===== src/rtl/page_table_lru_frame_manager_defines.svh =====
// Assertion macros shared by the page table frame manager sources.
// Needs nothing else; included by the files that assert.
`ifndef PAGE_TABLE_LRU_FRAME_MANAGER_DEFINES_SVH
`define PAGE_TABLE_LRU_FRAME_MANAGER_DEFINES_SVH

// condition in the same cycle
`define PTLRU_ASSERT_NOW(lbl, clk, rst_n, ante, cons) \
    lbl: assert property (@(posedge clk) disable iff (!rst_n) (ante) |-> (cons)) \
        else $error("ptlru assertion failed");

// condition in the cycle after the antecedent
`define PTLRU_ASSERT_NEXT(lbl, clk, rst_n, ante, cons) \
    lbl: assert property (@(posedge clk) disable iff (!rst_n) (ante) |=> (cons)) \
        else $error("ptlru assertion failed");

`endif


===== src/rtl/ptlru_ram.sv =====
// Single-port synchronous RAM with registered read.
// No dependencies.
module ptlru_ram #(
    parameter int DEPTH = 256,
    parameter int WIDTH = 8
) (
    input  logic                     i_clk,
    input  logic                     i_we,
    input  logic [$clog2(DEPTH)-1:0] i_addr,
    input  logic [WIDTH-1:0]         i_wdata,
    output logic [WIDTH-1:0]         o_rdata
);
    logic [WIDTH-1:0] r_mem [DEPTH];
    logic [WIDTH-1:0] r_rdata;

    always_ff @(posedge i_clk) begin
        if (i_we) begin
            r_mem[i_addr] <= i_wdata;
        end
        r_rdata <= r_mem[i_addr];
    end

    assign o_rdata = r_rdata;
endmodule


===== config.mk =====
export PLATFORM = sky130hd
export DESIGN_NAME = ptlru_ram
export DESIGN_NICKNAME = d
export VERILOG_FILES = /design/src/rtl/page_table_lru_frame_manager_defines.svh /design/src/rtl/ptlru_ram.sv
export SDC_FILE = /design/constraint.sdc
export NUM_CORES = 2
export LEC_CHECK = 0
export BUFFER_PORTS_ARGS = -buffer_cell sky130_fd_sc_hd__buf_2
export CORE_MARGIN = 2
export CORE_UTILIZATION = 51
export CTS_BUF_LIST = sky130_fd_sc_hd__clkbuf_4
export DETAILED_ROUTE_END_ITERATION = 7
export PLACE_DENSITY = 0.66
export SLEW_MARGIN = 20
export SYNTH_ARGS = -nofsm -noshare
export SYNTH_HDL_FRONTEND = slang
export SYNTH_SLANG_ARGS = --single-unit

===== constraint.sdc =====
create_clock -name i_clk -period 2.9 [get_ports i_clk]
set_clock_uncertainty 0.05 [all_clocks]
set_input_delay 0.29 -clock i_clk [delete_from_list [all_inputs] [get_ports i_clk]]
set_output_delay 0.29 -clock i_clk [all_outputs]
set_load 0.01 [all_outputs]

# After elaboration in Yosys (flattened, before gate mapping)
# Memory sizes are Yosys's and may differ from the RTL's. A register that Yosys moved wholly into a read port is not among the register bits.
# Index checks and enable logic that the tools add are counted.
[totals]
reg_bits = 0
mem_bits_rw = 2048
out_inout_bits = 8
elab_cells = 3
mem_count = 1
[classes]
mux = 2
[memory_table]
columns = ["name", "depth", "width", "read_ports", "rd_ports_with_merged_regs", "write_ports", "line", "text"]
rows = [
  ["r_mem", 256, 8, 1, 1, 1, "ptlru_ram.sv:13", "logic [WIDTH-1:0] r_mem [DEPTH];"],
]
[ops]
columns = ["cell", "n"]
rows = [
  ["2-to-1 mux 1 bit", 2],
]

# Longest topological paths before layout
[logic_depth]
ltp_word = 2
mapped_depth = 10

# Worst setup path after synthesis
# OpenSTA, ideal clock, no wires.
[synth_path]
path_kind = "input-to-reg"
startpoint = "input i_addr[1]"
endpoint = "memory r_mem[111][0] (enable)"
arrival_time_ps = 2139
t_required_ps = 2480
slack_ps = 341
cell_stages = 9
path_cell_list = "buf_2 -> clkbuf_1 -> clkbuf_1 -> nand2_1 -> buf_2 -> nor2_1 -> nand2_1 -> clkbuf_1 -> nor2_1"
[synth_lines]
columns = ["item", "line", "text"]
rows = [
  ["start: declaration", "ptlru_ram.sv:9", "input logic [$clog2(DEPTH)-1:0] i_addr,"],
  ["end: declaration", "ptlru_ram.sv:13", ""],
]
# Straight into the memory's write port.

==> impl_metrics.csv <==
group,metric,value,unit
synthesis,synth_fp_nets,3565,
synthesis,yosysSeqAreaShare,78.6,%
route,drc,0,
worst_setup_path,cp_cell_sequence,"mux4_2 > a22oi_1 > a21oi_1 > o41ai_1 > buf_4 > nand4_1",
timing,timing.fmax,0.349,GHz
timing,tightest_slew,0.996,ns
worst_setup_path,critPathRequiredTime,4.02,ns
synthesis,mappedNetlistArea,78500,µm²
synthesis,ys_ff_latch,2056,
route,first_pass_iters,7,
worst_setup_path,critPathArrivalTime,3.99,ns
worst_setup_path,cp-startpoint,"r_mem[203][3]$_DFFE_PP_",
global_routing,grt_pass1_wl,280,mm
run_status,status,"completed",
synthesis,syn-mean-instance-area,22.1,µm²
synthesis,synth.distinct_cells,22,
timing,fin_worst_hold_slack,0.209,ns
min_path,holdCritPathClass,"primary input to flip-flop",
timing,fin_ws,0.0353,ns
clock_network,path_clk_slew,0.06,ns
place,pre_cts_ws,-0.656,ns
global_routing,grt_usage,24.7,%
floorplanning,die-area,157000,µm²
timing,grt_setup_unrepaired,"no",
worst_setup_path,start_kind,"flip-flop",
clock_network,numCtsBuffers,534,
clock_network,numClockSinks,2056,
power,power_density,648,nW/µm²
floorplanning,die_y,396,µm
timing,drv_slew,0,
global_routing,grt_pass1_vias,42300,
synthesis,postSynthCellCount,3547,
worst_setup_path,reg2reg_depth,6,
finish,fin_nets,4465,
worst_setup_path,reg2reg_slack,0.04,ns
worst_setup_path,critical_path.reg2reg.endpoint,"o_rdata[3]$_DFF_P_",
worst_setup_path,critPathMaxStageDelay,0.86,ns
global_routing,grt_overflow,0,
power,vdd_drop_max,503,µV
timing,hold_viol,0,
place,dpl_cell_area,85000,µm²
worst_setup_path,crit_slowest_cell,"o41ai_1",
global_routing,grt_max_degree,117,
route,drtIter0Drc,5147,
floorplanning,io_pins,26,
route,wl,192,mm
route,avgRoutedWirePerCell,28.3,µm
global_routing,antenna_found_initial,6,
finish,drive_above_1_share,39.6,%
worst_setup_path,path_class,"flip-flop to flip-flop",
clock_network,cts.path.max_buffers,4,
floorplanning,core-area,152000,µm²
floorplanning,rows,143,
worst_setup_path,rr_startpoint,"r_mem[203][3]$_DFFE_PP_",
clock_network,tritoncts,"built",
worst_setup_path,crit_end,"o_rdata[3]$_DFF_P_",
power,leakage,29.8,nW
worst_setup_path,worst_setup_path_end_kind,"flip-flop",
synthesis,synth_warnings,0,
timing,max-slew-margin-rel,32.7,%
route,avgViaCountPerCell,6.06,
job,cap_viol_max_count,0,
timing,fin_crit,2.86,ns
floorplanning,initial_utilization,51.5,%
timing,finalCritPeriodShare,98.8,%
place,gp_congestion,0.840,
clock_network,htree_num_levels,6,
timing,setup_tns,0,ns
place,port-buffer-count,25,
clock_network,post-cts-setup-buffers,0,
floorplanning,fp.dieW,396,µm
clock_network,clkLatencyLatePin,1.34,ns
worst_setup_path,crit_fanout,1,
timing,setup_violations,0,
place,dp_hpwl,117,mm
finish,synthToLayoutAreaGrowth,17.0,%
min_path,hold_start,"i_wdata[6]",
route,antenna_left,0,
finish,stdcell_area,91800,µm²
route,vias,41200,
clock_network,cts-root-buf,"clkbuf_4",
[cell families after synthesis]
| kind of cell | after synthesis | share of synthesized area, % |
|---|---|---|
| AOI/OAI and AO/OA | 416 | 3.62 |
| muxes | 512 | 14.7 |
| and+or+nand+nor | 330 | 1.73 |
| buffers and inverters | 233 | 1.40 |
| DFF | 2056 | 78.6 |
[report_power, final]
part / leakage, nW / switching, mW / internal [mW]
sequential: 18.5 / 0.0495 / 32.7
clock: 3.81 / 11.1 / 12.6
combinational: 7.48 / 1.84 / 1.19
total: 29.8 / 12.9 / 46.6
[registers in the layout, indices dropped and copies added (netlist names)]
| signal | flops |
|---|---|
| o_rdata | 8 |
| r_mem | 2048 |
[synth_stat cells]
| cell type | n | area (µm²) |
|---|---|---|
| mux4_2 | 512 | 11500 |
| a21oi_1 | 128 | 641 |
| buf_1 | 19 | 71.3 |
| inv_1 | 1 | 3.75 |
| clkbuf_1 | 145 | 544 |
| nor2_1 | 232 | 871 |
| a22oi_1 | 256 | 1920 |
| dfxtp_1 | 8 | 160 |
| nor3_1 | 30 | 150 |
| o41ai_1 | 32 | 280 |
| buf_4 | 16 | 120 |
| nand2b_1 | 6 | 37.5 |
| nand2_1 | 28 | 105 |
| nor2b_1 | 7 | 43.8 |
| or3_1 | 1 | 6.26 |
| nand4_1 | 8 | 50.1 |
| or2_2 | 2 | 12.5 |
| nand3_1 | 13 | 65.1 |
| buf_6 | 16 | 180 |
| edfxtp_1 | 2048 | 61500 |
| and2_1 | 3 | 18.8 |
| buf_2 | 36 | 180 |
[through the flow]
stage               utilization (%)  power (mW)  std cells
finish                         60.2        59.5       6803
global placement               55.8        36.4       5903
CTS                            60.2        60.1       6797
floorplan                         -        34.9       3547
detailed placement             55.8        36.4       5903
global route                   60.2        61.7       6802
[cells in the final DEF, fill, tap and decap left out, types with 4 or more instances in the layout]
master         count
clkinv_1          62
buf_12            70
diode_2            6
nand2_1           27
buf_2             15
clkinv_2          12
buf_8              8
nand3_2            6
nand2b_1           4
inv_2             17
nand3_1            7
nand4_1            8
nor2b_1            5
dfxtp_1            8
mux4_2           512
a21oi_1          128
dlygate4sd3_1     33
buf_4            468
nor3_1            30
bufinv_16          9
edfxtp_1        2048
nor2_1           231
clkbuf_4         751
a22oi_1          255
o41ai_1           31
[layout make-up]
cell class / instances / area [µm²]
Antenna cell: 6 / 15.0
Clock buffer: 751 / 5640
Clock inverter: 105 / 668
Fill cell: 10800 / 60600
Inverter: 1 / 3.75
Multi-Input combinational cell: 1258 / 15800
Sequential cell: 2056 / 61700
Tap cell: 2030 / 2540
Timing Repair Buffer: 596 / 5480
[what timing repair did]
| action | CTS | global route |
|---|---|---|
| setup endpoints to repair | 0 | 1 |
| gates resized for setup | 0 | 3 |
| hold endpoints to repair | 3426 | 0 |
| hold buffers | 38 | 0 |
[critical path, delay by kind of cell, from the launching register on]
kind            cells  cell delay, ns
simple gates        1            0.11
mux                 1            0.49
flops               1            0.35
buf+inv             1            0.28
compound gates      3            1.54
[routing by layer]
metal	share of wire, %	vias to the layer above	global-route usage, %
met5	0.011	-	0
met4	2.6	4	8.74
met3	8.7	311	5.24
met1	40	21600	35.0
met2	48	2126	38.4
li1	-	17200	-
[worst min path at each step]
stage,endpoint,slack (ns),depth (start not counted)
after global routing,r_mem[162][6]$_DFFE_PP_,0.17,2
final,r_mem[162][6]$_DFFE_PP_,0.21,2
after CTS,r_mem[162][6]$_DFFE_PP_,0.09,2
after detailed placement,r_mem[86][7]$_DFFE_PP_,0.63,1
after global placement,r_mem[86][7]$_DFFE_PP_,0.62,1
after floorplan,r_mem[0][0]$_DFFE_PP_,0.34,0
No activity file was read; power rests on OpenSTA's default activity.
