**src/rtl/page_table_lru_frame_manager_defines.svh**
```systemverilog
// Assertion macros shared by the page table frame manager sources.
// Needs nothing else; included by the files that assert.
`ifndef PAGE_TABLE_LRU_FRAME_MANAGER_DEFINES_SVH
`define PAGE_TABLE_LRU_FRAME_MANAGER_DEFINES_SVH

// condition in the same cycle
`define PTLRU_ASSERT_NOW(lbl, clk, rst_n, ante, cons) \
    lbl: assert property (@(posedge clk) disable iff (!rst_n) (ante) |-> (cons)) \
        else $error("ptlru assertion failed");

// condition in the cycle after the antecedent
`define PTLRU_ASSERT_NEXT(lbl, clk, rst_n, ante, cons) \
    lbl: assert property (@(posedge clk) disable iff (!rst_n) (ante) |=> (cons)) \
        else $error("ptlru assertion failed");

`endif

```
**src/rtl/ptlru_pkg.sv**
```systemverilog
// Types, constants and codes for the page table frame manager.
// No dependencies.
package ptlru_pkg;

    localparam int ADDR_W     = 32;
    localparam int PAGE_SHIFT = 12;
    localparam int PAGE_W     = 14;
    localparam int VIRT_PAGES = 1 << PAGE_W;
    localparam int FRAME_W    = 8;
    localparam int FRAMES     = 1 << FRAME_W;
    localparam int CNT_W      = FRAME_W + 1;
    localparam int ENT_W      = FRAME_W + 2;
    localparam int STAT_W     = 32;

    // entry bit positions
    localparam int ENT_PRES  = FRAME_W;
    localparam int ENT_DIRTY = FRAME_W + 1;

    localparam logic [2:0] FN_LOOKUP = 3'd0;
    localparam logic [2:0] FN_MAP    = 3'd1;
    localparam logic [2:0] FN_DIRTY  = 3'd2;
    localparam logic [2:0] FN_FREE   = 3'd3;
    localparam logic [2:0] FN_VICTIM = 3'd4;

    localparam logic [1:0] ST_OK      = 2'd0;
    localparam logic [1:0] ST_FAULT   = 2'd1;
    localparam logic [1:0] ST_RANGE   = 2'd2;
    localparam logic [1:0] ST_NOFRAME = 2'd3;

    typedef enum logic [3:0] {
        S_CLR, S_IDLE, S_LOOK, S_TRD, S_TCMP, S_TAPP,
        S_VSEL, S_PRD, S_PCHK, S_OUT
    } t_state;

    typedef struct packed {
        logic              we;
        logic [PAGE_W-1:0] addr;
        logic [ENT_W-1:0]  wdata;
    } t_tbl_port;

    typedef struct packed {
        logic               we;
        logic [FRAME_W-1:0] addr;
        logic [FRAME_W-1:0] wdata;
    } t_rec_port;

endpackage

```
**src/rtl/ptlru_if.sv**
```systemverilog
// Request and response channel interfaces of the frame manager.
// Depends on ptlru_pkg.
interface ptlru_req_if;
    logic                           valid;
    logic                           ready;
    logic [2:0]                     func;
    logic [ptlru_pkg::ADDR_W-1:0]   address;
    logic [ptlru_pkg::FRAME_W-1:0]  frame;
    modport source (output valid, func, address, frame, input ready);
    modport sink (input valid, func, address, frame, output ready);
endinterface

interface ptlru_rsp_if;
    logic                           valid;
    logic                           ready;
    logic [ptlru_pkg::FRAME_W-1:0]  frame_out;
    logic [1:0]                     status;
    logic [ptlru_pkg::STAT_W-1:0]   total_accesses;
    logic [ptlru_pkg::STAT_W-1:0]   fault_count;
    logic [ptlru_pkg::STAT_W-1:0]   dirty_fault_count;
    modport source (output valid, frame_out, status, total_accesses, fault_count,
                    dirty_fault_count, input ready);
    modport sink (input valid, frame_out, status, total_accesses, fault_count,
                  dirty_fault_count, output ready);
endinterface

```
**src/rtl/ptlru_ctrl.sv**
```systemverilog
// Request sequencer: table clear, lookups, recency list walk, victim scan.
// Depends on ptlru_pkg, ptlru_if and the defines header.
`include "page_table_lru_frame_manager_defines.svh"

module ptlru_ctrl (
    input  logic                          i_clk,
    input  logic                          i_rst_n,
    ptlru_req_if.sink                     i_req,
    ptlru_rsp_if.source                   o_rsp,
    input  logic [ptlru_pkg::ENT_W-1:0]   i_tbl_rdata,
    input  logic [ptlru_pkg::FRAME_W-1:0] i_rec_rdata,
    output ptlru_pkg::t_tbl_port          o_tbl,
    output ptlru_pkg::t_rec_port          o_rec
);
    localparam int FW = ptlru_pkg::FRAME_W;
    localparam int PW = ptlru_pkg::PAGE_W;
    localparam int CW = ptlru_pkg::CNT_W;
    localparam int SW = ptlru_pkg::STAT_W;

    ptlru_pkg::t_state r_state, n_state;
    logic [2:0]    r_func;
    logic [PW-1:0] r_p, n_p;
    logic [FW-1:0] r_frame, r_tf, n_tf, r_carry, n_carry, r_i, n_i, r_fo, n_fo;
    logic [1:0]    r_st, n_st;
    logic [CW-1:0] r_cnt, n_cnt, r_nff, n_nff;
    logic [SW-1:0] r_acc, n_acc, r_flt, n_flt, r_dflt, n_dflt;
    logic          r_ovld, n_ovld;
    logic [FW-1:0] r_ofr, n_ofr;
    logic [1:0]    r_ost, n_ost;
    logic [SW-1:0] r_oacc, n_oacc, r_oflt, n_oflt, r_odflt, n_odflt;

    logic          acc;
    logic          in_rng;
    logic          ent_pres, ent_dirty;
    logic          last_pos;

    assign acc       = i_req.valid && i_req.ready;
    assign in_rng    = i_req.address[ptlru_pkg::ADDR_W-1:ptlru_pkg::PAGE_SHIFT+PW] == '0;
    assign ent_pres  = i_tbl_rdata[ptlru_pkg::ENT_PRES];
    assign ent_dirty = i_tbl_rdata[ptlru_pkg::ENT_DIRTY];
    assign last_pos  = {1'b0, r_i} == r_cnt - CW'(1);

    assign i_req.ready = r_state == ptlru_pkg::S_IDLE;

    // next state
    always_comb begin
        n_state = r_state;
        case (r_state)
            ptlru_pkg::S_CLR: begin
                if (r_p == PW'(ptlru_pkg::VIRT_PAGES - 1)) n_state = ptlru_pkg::S_IDLE;
            end
            ptlru_pkg::S_IDLE: begin
                if (acc) begin
                    case (i_req.func)
                        ptlru_pkg::FN_LOOKUP, ptlru_pkg::FN_MAP, ptlru_pkg::FN_DIRTY:
                            n_state = in_rng ? ptlru_pkg::S_LOOK : ptlru_pkg::S_OUT;
                        ptlru_pkg::FN_VICTIM:
                            n_state = (r_cnt == '0) ? ptlru_pkg::S_OUT : ptlru_pkg::S_VSEL;
                        default: n_state = ptlru_pkg::S_OUT;
                    endcase
                end
            end
            ptlru_pkg::S_LOOK: begin
                if ((r_func == ptlru_pkg::FN_MAP ||
                     (r_func == ptlru_pkg::FN_LOOKUP && ent_pres)) && r_cnt != '0)
                    n_state = ptlru_pkg::S_TRD;
                else
                    n_state = ptlru_pkg::S_OUT;
            end
            ptlru_pkg::S_TRD: n_state = ptlru_pkg::S_TCMP;
            ptlru_pkg::S_TCMP: begin
                if (i_rec_rdata == r_tf) n_state = ptlru_pkg::S_OUT;
                else if (last_pos)
                    n_state = (r_cnt != CW'(ptlru_pkg::FRAMES)) ? ptlru_pkg::S_TAPP
                                                                : ptlru_pkg::S_OUT;
                else n_state = ptlru_pkg::S_TRD;
            end
            ptlru_pkg::S_TAPP: n_state = ptlru_pkg::S_OUT;
            ptlru_pkg::S_VSEL: n_state = ptlru_pkg::S_PRD;
            ptlru_pkg::S_PRD:  n_state = ptlru_pkg::S_PCHK;
            ptlru_pkg::S_PCHK: begin
                if ((ent_pres && i_tbl_rdata[FW-1:0] == r_fo) ||
                    r_p == PW'(ptlru_pkg::VIRT_PAGES - 1))
                    n_state = ptlru_pkg::S_OUT;
                else
                    n_state = ptlru_pkg::S_PRD;
            end
            ptlru_pkg::S_OUT: begin
                if (!r_ovld || o_rsp.ready) n_state = ptlru_pkg::S_IDLE;
            end
            default: n_state = ptlru_pkg::S_IDLE;
        endcase
    end

    // datapath and memory ports
    always_comb begin
        n_p = r_p; n_tf = r_tf; n_carry = r_carry; n_i = r_i; n_fo = r_fo; n_st = r_st;
        n_cnt = r_cnt; n_nff = r_nff; n_acc = r_acc; n_flt = r_flt; n_dflt = r_dflt;
        n_ovld = r_ovld && !o_rsp.ready;
        n_ofr = r_ofr; n_ost = r_ost; n_oacc = r_oacc; n_oflt = r_oflt; n_odflt = r_odflt;
        o_tbl = '{we: 1'b0, addr: r_p, wdata: '0};
        o_rec = '{we: 1'b0, addr: r_i, wdata: r_carry};
        case (r_state)
            ptlru_pkg::S_CLR: begin
                o_tbl.we = 1'b1;
                n_p      = r_p + PW'(1);
            end
            ptlru_pkg::S_IDLE: begin
                o_tbl.addr = i_req.address[ptlru_pkg::PAGE_SHIFT +: PW];
                if (acc) begin
                    n_p  = i_req.address[ptlru_pkg::PAGE_SHIFT +: PW];
                    n_fo = '0;
                    n_st = ptlru_pkg::ST_OK;
                    case (i_req.func)
                        ptlru_pkg::FN_LOOKUP: begin
                            n_acc = r_acc + SW'(1);
                            if (!in_rng) n_st = ptlru_pkg::ST_RANGE;
                        end
                        ptlru_pkg::FN_MAP, ptlru_pkg::FN_DIRTY: begin
                            if (!in_rng) n_st = ptlru_pkg::ST_RANGE;
                        end
                        ptlru_pkg::FN_FREE: begin
                            if (r_nff != CW'(ptlru_pkg::FRAMES)) begin
                                n_fo  = r_nff[FW-1:0];
                                n_nff = r_nff + CW'(1);
                            end else begin
                                n_st = ptlru_pkg::ST_NOFRAME;
                            end
                        end
                        ptlru_pkg::FN_VICTIM: begin
                            if (r_cnt == '0) begin
                                n_st = ptlru_pkg::ST_NOFRAME;
                            end else begin
                                n_cnt      = r_cnt - CW'(1);
                                o_rec.addr = FW'(r_cnt - CW'(1));
                            end
                        end
                        default: ;
                    endcase
                end
            end
            ptlru_pkg::S_LOOK: begin
                o_tbl.addr = r_p;
                n_tf       = (r_func == ptlru_pkg::FN_MAP) ? r_frame : i_tbl_rdata[FW-1:0];
                n_carry    = n_tf;
                n_i        = '0;
                case (r_func)
                    ptlru_pkg::FN_LOOKUP: begin
                        if (ent_pres) begin
                            n_fo = i_tbl_rdata[FW-1:0];
                        end else begin
                            n_st  = ptlru_pkg::ST_FAULT;
                            n_flt = r_flt + SW'(1);
                            if (ent_dirty) n_dflt = r_dflt + SW'(1);
                        end
                    end
                    ptlru_pkg::FN_MAP: begin
                        o_tbl.we    = 1'b1;
                        o_tbl.wdata = {ent_dirty, 1'b1, r_frame};
                    end
                    default: begin
                        o_tbl.we    = 1'b1;
                        o_tbl.wdata = i_tbl_rdata | (ptlru_pkg::ENT_W'(1) << ptlru_pkg::ENT_DIRTY);
                    end
                endcase
                // empty list: the touched frame goes straight in
                if ((r_func == ptlru_pkg::FN_MAP || (r_func == ptlru_pkg::FN_LOOKUP && ent_pres))
                    && r_cnt == '0) begin
                    o_rec = '{we: 1'b1, addr: '0, wdata: n_tf};
                    n_cnt = CW'(1);
                end
            end
            ptlru_pkg::S_TCMP: begin
                o_rec.we = 1'b1;
                n_carry  = i_rec_rdata;
                n_i      = r_i + FW'(1);
            end
            ptlru_pkg::S_TAPP: begin
                o_rec = '{we: 1'b1, addr: FW'(r_cnt), wdata: r_carry};
                n_cnt = r_cnt + CW'(1);
            end
            ptlru_pkg::S_VSEL: begin
                n_fo = i_rec_rdata;
                n_p  = '0;
            end
            ptlru_pkg::S_PCHK: begin
                if (ent_pres && i_tbl_rdata[FW-1:0] == r_fo) begin
                    o_tbl.we    = 1'b1;
                    o_tbl.wdata = {2'b00, r_fo};
                end else begin
                    n_p = r_p + PW'(1);
                end
            end
            ptlru_pkg::S_OUT: begin
                if (!r_ovld || o_rsp.ready) begin
                    n_ovld = 1'b1; n_ofr = r_fo; n_ost = r_st;
                    n_oacc = r_acc; n_oflt = r_flt; n_odflt = r_dflt;
                end
            end
            default: ;
        endcase
    end

    always_ff @(posedge i_clk) begin
        if (!i_rst_n) begin
            r_state <= ptlru_pkg::S_CLR;
            r_p     <= '0;
            r_cnt   <= '0;
            r_nff   <= '0;
            r_acc   <= '0;
            r_flt   <= '0;
            r_dflt  <= '0;
            r_ovld  <= 1'b0;
        end else begin
            r_state <= n_state;
            r_p     <= n_p;
            r_cnt   <= n_cnt;
            r_nff   <= n_nff;
            r_acc   <= n_acc;
            r_flt   <= n_flt;
            r_dflt  <= n_dflt;
            r_ovld  <= n_ovld;
        end
    end

    // payload registers
    always_ff @(posedge i_clk) begin
        if (acc) begin
            r_func  <= i_req.func;
            r_frame <= i_req.frame;
        end
        r_tf <= n_tf; r_carry <= n_carry; r_i <= n_i; r_fo <= n_fo; r_st <= n_st;
        r_ofr <= n_ofr; r_ost <= n_ost; r_oacc <= n_oacc; r_oflt <= n_oflt;
        r_odflt <= n_odflt;
    end

    assign o_rsp.valid             = r_ovld;
    assign o_rsp.frame_out         = r_ofr;
    assign o_rsp.status            = r_ost;
    assign o_rsp.total_accesses    = r_oacc;
    assign o_rsp.fault_count       = r_oflt;
    assign o_rsp.dirty_fault_count = r_odflt;

    `PTLRU_ASSERT_NOW(a_cnt_max, i_clk, i_rst_n, 1'b1, r_cnt <= CW'(ptlru_pkg::FRAMES))
    `PTLRU_ASSERT_NOW(a_nff_max, i_clk, i_rst_n, 1'b1, r_nff <= CW'(ptlru_pkg::FRAMES))
    `PTLRU_ASSERT_NOW(a_clr_zero, i_clk, i_rst_n, r_state == ptlru_pkg::S_CLR,
                      o_tbl.we && o_tbl.wdata == '0 && !i_req.ready)
    `PTLRU_ASSERT_NEXT(a_out_load, i_clk, i_rst_n,
                       r_state == ptlru_pkg::S_OUT && (!r_ovld || o_rsp.ready),
                       r_ovld && r_state == ptlru_pkg::S_IDLE)
endmodule

```
**src/flat_wrapper.sv**
```systemverilog
// flat-port wrapper written by rule: the top's interface ports become plain ports
module ptlru_ctrl_flat 
  (i_clk, i_rst_n, i_tbl_rdata, i_rec_rdata, o_tbl, o_rec, i_req_valid, i_req_func, i_req_address, i_req_frame, i_req_ready, o_rsp_valid, o_rsp_frame_out, o_rsp_status, o_rsp_total_accesses, o_rsp_fault_count, o_rsp_dirty_fault_count, o_rsp_ready);
  ptlru_req_if i_req_i ();
  ptlru_rsp_if o_rsp_i ();
  input  logic i_clk;
  input  logic i_rst_n;
  input  logic [ptlru_pkg::ENT_W-1:0] i_tbl_rdata;
  input  logic [ptlru_pkg::FRAME_W-1:0] i_rec_rdata;
  output ptlru_pkg::t_tbl_port o_tbl;
  output ptlru_pkg::t_rec_port o_rec;
  input wire logic [$bits(i_req_i.valid)-1:0] i_req_valid;
  input wire logic [$bits(i_req_i.func)-1:0] i_req_func;
  input wire logic [$bits(i_req_i.address)-1:0] i_req_address;
  input wire logic [$bits(i_req_i.frame)-1:0] i_req_frame;
  output wire logic [$bits(i_req_i.ready)-1:0] i_req_ready;
  output wire logic [$bits(o_rsp_i.valid)-1:0] o_rsp_valid;
  output wire logic [$bits(o_rsp_i.frame_out)-1:0] o_rsp_frame_out;
  output wire logic [$bits(o_rsp_i.status)-1:0] o_rsp_status;
  output wire logic [$bits(o_rsp_i.total_accesses)-1:0] o_rsp_total_accesses;
  output wire logic [$bits(o_rsp_i.fault_count)-1:0] o_rsp_fault_count;
  output wire logic [$bits(o_rsp_i.dirty_fault_count)-1:0] o_rsp_dirty_fault_count;
  input wire logic [$bits(o_rsp_i.ready)-1:0] o_rsp_ready;
  assign i_req_i.valid = i_req_valid;
  assign i_req_i.func = i_req_func;
  assign i_req_i.address = i_req_address;
  assign i_req_i.frame = i_req_frame;
  assign i_req_ready = i_req_i.ready;
  assign o_rsp_valid = o_rsp_i.valid;
  assign o_rsp_frame_out = o_rsp_i.frame_out;
  assign o_rsp_status = o_rsp_i.status;
  assign o_rsp_total_accesses = o_rsp_i.total_accesses;
  assign o_rsp_fault_count = o_rsp_i.fault_count;
  assign o_rsp_dirty_fault_count = o_rsp_i.dirty_fault_count;
  assign o_rsp_i.ready = o_rsp_ready;
  ptlru_ctrl u_core (.i_clk(i_clk), .i_rst_n(i_rst_n), .i_req(i_req_i), .o_rsp(o_rsp_i), .i_tbl_rdata(i_tbl_rdata), .i_rec_rdata(i_rec_rdata), .o_tbl(o_tbl), .o_rec(o_rec));
endmodule
```
**config.mk**
```make
export PLATFORM = sky130hd
export DESIGN_NAME = ptlru_ctrl_flat
export DESIGN_NICKNAME = d
export VERILOG_FILES = /design/src/rtl/ptlru_pkg.sv /design/src/rtl/ptlru_if.sv /design/src/rtl/ptlru_ctrl.sv /design/src/flat_wrapper.sv
export VERILOG_INCLUDE_DIRS = /design/src /design/src/rtl
export SDC_FILE = /design/constraint.sdc
export NUM_CORES = 1
export LEC_CHECK = 0
export ABC_AREA = 1
export BUFFER_PORTS_ARGS = -buffer_cell sky130_fd_sc_hd__buf_4
export CAP_MARGIN = 20
export CORE_MARGIN = 5
export CORE_UTILIZATION = 57
export DETAILED_ROUTE_END_ITERATION = 10
export PLACE_DENSITY = 0.8
export SETUP_SLACK_MARGIN = 0.5
export SYNTH_ARGS = -nofsm -noshare
export SYNTH_HDL_FRONTEND = slang
export SYNTH_SLANG_ARGS = --single-unit
```
**constraint.sdc**
```tcl
create_clock -name i_clk -period 7.6 [get_ports i_clk]
set_clock_uncertainty 0.1 [all_clocks]
set_input_delay 0.76 -clock i_clk [delete_from_list [all_inputs] [get_ports i_clk]]
set_output_delay 0.76 -clock i_clk [all_outputs]
set_load 0.02 [all_outputs]
```
After elaboration in Yosys (flattened, before gate mapping)
Cells that the tools add are included.

word-level totals
  memories = 0
  logic and storage cells = 146
  ROM bits = 0
  latch bits = 0
  bits of input ports = 65
  bits in writable memories = 0
  output and inout bits = 150
  register bits = 284

operators by class
  multiplexer cells = 53
  bitwise gates (word level) = 1
  $add $sub $neg = 8
  magnitude comparators = 0
  $mul = 0
  div/mod/pow operators = 0
  shifts and indexed selects = 0
  reduce and logical (&&, ||, !) cells = 34
  eq/ne operators = 30

operators with widths
  kind                     count
  $add A32 B1 Y32 const B  3
  $mux W8                  11
  $pmux W14 S4             1
  $pmux W8 S3              2
  $mux W14                 3
  $mux W4                  10
  $pmux W10 S2             2
  $pmux W4 S10             1
  $mux W9                  4
  $pmux W8 S2              2
  $pmux W9 S3              1
  $add A9 B1 Y9 const B    2
  $ne A9 B9 Y1 const B     2
  $mux W17                 1
  $eq A4 B3 Y1 const B     4
  $eq A8 B8 Y1             2
  $reduce_and A4 Y1        4
  $add A14 B1 Y14 const B  1
  $eq A14 B14 Y1 const B   1
  $mux W2                  6
  $ne A2 B2 Y1 const B     6
  $reduce_and A3 Y1        4
  $eq A8 B9 Y1             1
  $logic_not A9 Y1         1
  other kinds (30)         51

Longest topological paths before layout
  depth after elaboration = 6
  gate-level depth with buffers = 16
  mapped depth without buffers = 16

Least setup slack after synthesis
No wires, ideal clock.

  path kind = input to register
  start point = in o_rsp_ready
  end point = reg u_core.r_odflt[0], in the netlist u_core.o_rsp.dirty_fault_count[0], enable pin
  stages = 2
  setup time = 607 ps
  buffers on the path = 0
  slack = 955 ps
  data arrival time = 5939 ps
  data required time = 6893 ps
  cell sequence = inv_1 -> a21oi_1

between the ends
  word-level cells in the longest chain between the ends = 2

ends and longest elaborated chain
  item                         RTL line            text
  start: declaration           flat_wrapper.sv:23  input wire logic [$bits(o_rsp_i.ready)-1:0] o_rsp_ready;
  $logic_or A1 B1 Y1           ptlru_ctrl.sv:195   if (!r_ovld || o_rsp.ready) begin
  $reduce_and A2 Y1 (no line)  n/a
  end signal: assignment       ptlru_ctrl.sv:234   r_odflt <= n_odflt;
  end: declaration             ptlru_ctrl.sv:30    logic [SW-1:0] r_oacc, n_oacc, r_oflt, n_oflt, r_odflt, n_odflt;

Every way passes these cells.
A chain may end at the register's enable or synchronous reset.

==> qor.yml <==
synthesis:
  ys_warn_count: 0
  synth_area_um2: 13470
  yosysUniqueCellTypes: 56
  synth_seq_cells: 284
  avgSynthCellArea_um2: 8.745
  synthCells: 1540
  synth_fp_nets: 1615
  ys_seq_area_share_pct: 53.44
placed_design:
  pre_cts_slack_ns: 3.623
  post-dp-hpwl_um: 24650
  gp_congestion: 0.9391
  portBuffers: 202
  dp.cells: 2032
timing:
  min_period_ns: 4.594
  max_slew_margin_pct: 42.99
  worstMarginPinSlew_ns: 0.8552
  slew_viol_final: 0
  fmax_mhz: 217.7
  hold_viol_final: 0
  setup_tns_ns: 0
  post-route-period-util_pct: 60.45
  holdWs_ns: 0.2802
  setup_viol: 0
  fin_ws_ns: 3.006
  rsz0062_at_grt: "false"
floorplanning:
  start_util_pct: 57.55
  ios: 215
  core_um2: 23400
  dieArea_um2: 26800
  die_x_um: 163.7
  die_y_um: 163.7
  rows: 56
setup_path:
  startpoint: "u_core.r_state[3]$_SDFFE_PN0P_"
  slowest_stage: "nor2_4"
  crit_type: "flip-flop to output port"
  required_ns: 6.74
  cp-start-kind: "flip-flop"
  path_cells: "inv_1 > nand2_1 > nor2_4 > nor2_1 > inv_2 > nor2_1 > inv_1 > o21ai_1 > nor2_1 > inv_2 > nand2_1 > o221ai_1 > buf_4"
  r2r_start: "u_core.r_state[3]$_SDFFE_PN0P_"
  crit_fanout: 28
  crit_path_end_kind: "output port"
  crit_arrival_ns: 3.73
  crit_path_max_incr_delay_ns: 0.60
  crit_top_cell: "nor2_1"
clock_tree:
  cts_sinks: 284
  cts_tree: "done"
  numCtsBuffers: 29
  cts-root-buf: "clkbuf_16"
  post_cts_buffers: 0
  cts_buffer_depth: 3
  clock_latency_ns: 0.56
  htreeDepth: 1
  path_clk_slew_ns: 0.06
  hold_buffers: 0
  ctsResizeCount: 0
drt:
  via_count: 11530
  viasPerCell: 5.520
  firstDrtPassIters: 8
  drt_wl_total_um: 34190
  drc: 0
  postRouteAntennaNets: 0
  routedWlPerCell_um: 16.37
  drtIter0Drc: 778
layout:
  nFillCells: 1829
  diodes: 0
  instances_no_fill: 2089
  syn_to_final_growth_pct: 21.55
  final_nets: 1822
  drive_above_1_share_pct: 18.53
global_routing:
  antenna_found_initial: 0
  grt_pass1_vias: 11020
  grt_pass1_wl_um: 54570
  grt_use_total_pct: 24.84
  grt_max_degree: 92
  grt.overflow.total: 0
hold_path:
  hold_start: "i_req_frame[0]"
  min_path_type: "input port to flip-flop"
power_and_ir_drop:
  powerDensity_nw_per_um2: 197.9
  ir_drop_mv: 0.1905
  p_leak_nw: 6.403
flow_run:
  max-cap-violations: 0
run_status:
  status: "complete, no violations"
==> layer usage <==
layer | vias up | track usage, % | routed length, um
met5 | - | 0 | 0
met4 | 0 | 7.510 | 883
met3 | 65 | 4.015 | 2616
met2 | 464 | 41.43 | 16140
met1 | 5361 | 33.62 | 14550
li1 | 5641 | - | -
==> flip-flops by register name (all words and copies together), names as in the netlist, 9 cells and up <==
name and count:
u_core.r_nff 9, u_core.r_flt 32, u_core.o_rsp.fault_count 32, u_core.o_rsp.dirty_fault_count 32, u_core.o_rsp.total_accesses 32, u_core.r_dflt 32, u_core.r_p 14, u_core.r_cnt 9
u_core.r_acc 32
==> cell type report <==
class	count	area [um2]	area share (%)
Timing Repair Buffer	208	1574	9.615
Sequential cell	284	7197	43.96
Multi-Input combinational cell	993	5275	32.22
Clock buffer	34	764.5	4.670
Inverter	231	867.1	5.297
Clock inverter	20	294.0	1.796
Tap cell	319	399.1	2.438
==> worst paths after layout <==
check / endpoint / slack (ns) / cells after the start
worst max-delay path: o_rec[13] / 3.01 / 13
worst max register to register: u_core.r_cnt[2]$_SDFFE_PN0P_ / 4.35 / 12
worst min register to register: u_core.o_rsp.status[1]$_DFFE_PP_ / 0.32 / 0
worst min-delay path: u_core.r_frame[0]$_DFFE_PP_ / 0.28 / 1
==> through the flow <==
step	power (mW)	area (um2)	util, %
2_1_floorplan	1.671	13470	-
3_3_place_gp	1.709	15280	65.28
3_5_place_dp	1.711	15280	65.28
4_1_cts	3.263	16340	69.80
5_1_grt	3.339	16370	69.95
6_report	3.240	16370	69.95
==> cells in the mapped netlist, drive strengths merged <==
cell type,number,share of area (%)
o211ai,3,0.17
nand4,37,1.9
a22oi,3,0.17
inv,230,6.4
a21oi,92,3.4
buf,8,0.39
a31oi,9,0.42
mux2,8,0.67
nand3,76,3.1
nor3b,6,0.37
dfxtp,133,20
a221oi,2,0.13
nand3b,1,0.056
ha,10,0.93
nor2,179,5.9
o221a,1,0.084
nand2,269,7.8
nor4,10,0.46
o21a,5,0.28
a211oi,7,0.39
o32ai,3,0.20
clkinv,1,0.028
clkbuf,24,0.67
edfxtp,151,34
and2,1,0.046
and3,6,0.28
o311ai,1,0.065
o21ai,118,4.4
o22ai,6,0.28
o221ai,22,1.4
or3b,1,0.065
a31o,1,0.065
a41oi,1,0.065
xor2,36,2.3
or2,4,0.19
xnor2,8,0.52
nor3,67,2.8
==> worst max-delay path: cells and delay by family (launching register included) <==
| family | cells | cell delay, ns |
|---|---|---|
| buf+inv | 5 | 0.86 |
| simple gates | 6 | 1.77 |
| compound gates | 2 | 0.20 |
| flops | 1 | 0.34 |
==> cells in the final DEF, fill, tap and decap left out, drive strengths merged, types with 67 or more instances in the layout <==
cell type / n
nand2: 269
inv: 237
buf: 207
nor2: 179
edfxtp: 151
dfxtp: 133
o21ai: 118
a21oi: 92
nand3: 76
nor3: 67
==> logic make-up (layout without fill, tap and decap cells) <==
kind of cell,count (synthesis),count (layout),share of synthesized area (%)
and+or+nand+nor,657,657,23.04
DFF,284,284,53.44
AOI/OAI and AO/OA,274,274,11.57
buffers and inverters,263,493,7.497
xor gates and xnor gates,44,44,2.861
adders and majority gates,10,10,0.9290
muxes,8,8,0.6689
==> power by group <==
part           switching (mW)  internal (mW)
registers             0.00136           1.60
clock network           0.624          0.938
logic                  0.0440         0.0306
Power figures use the tool's default switching activity.
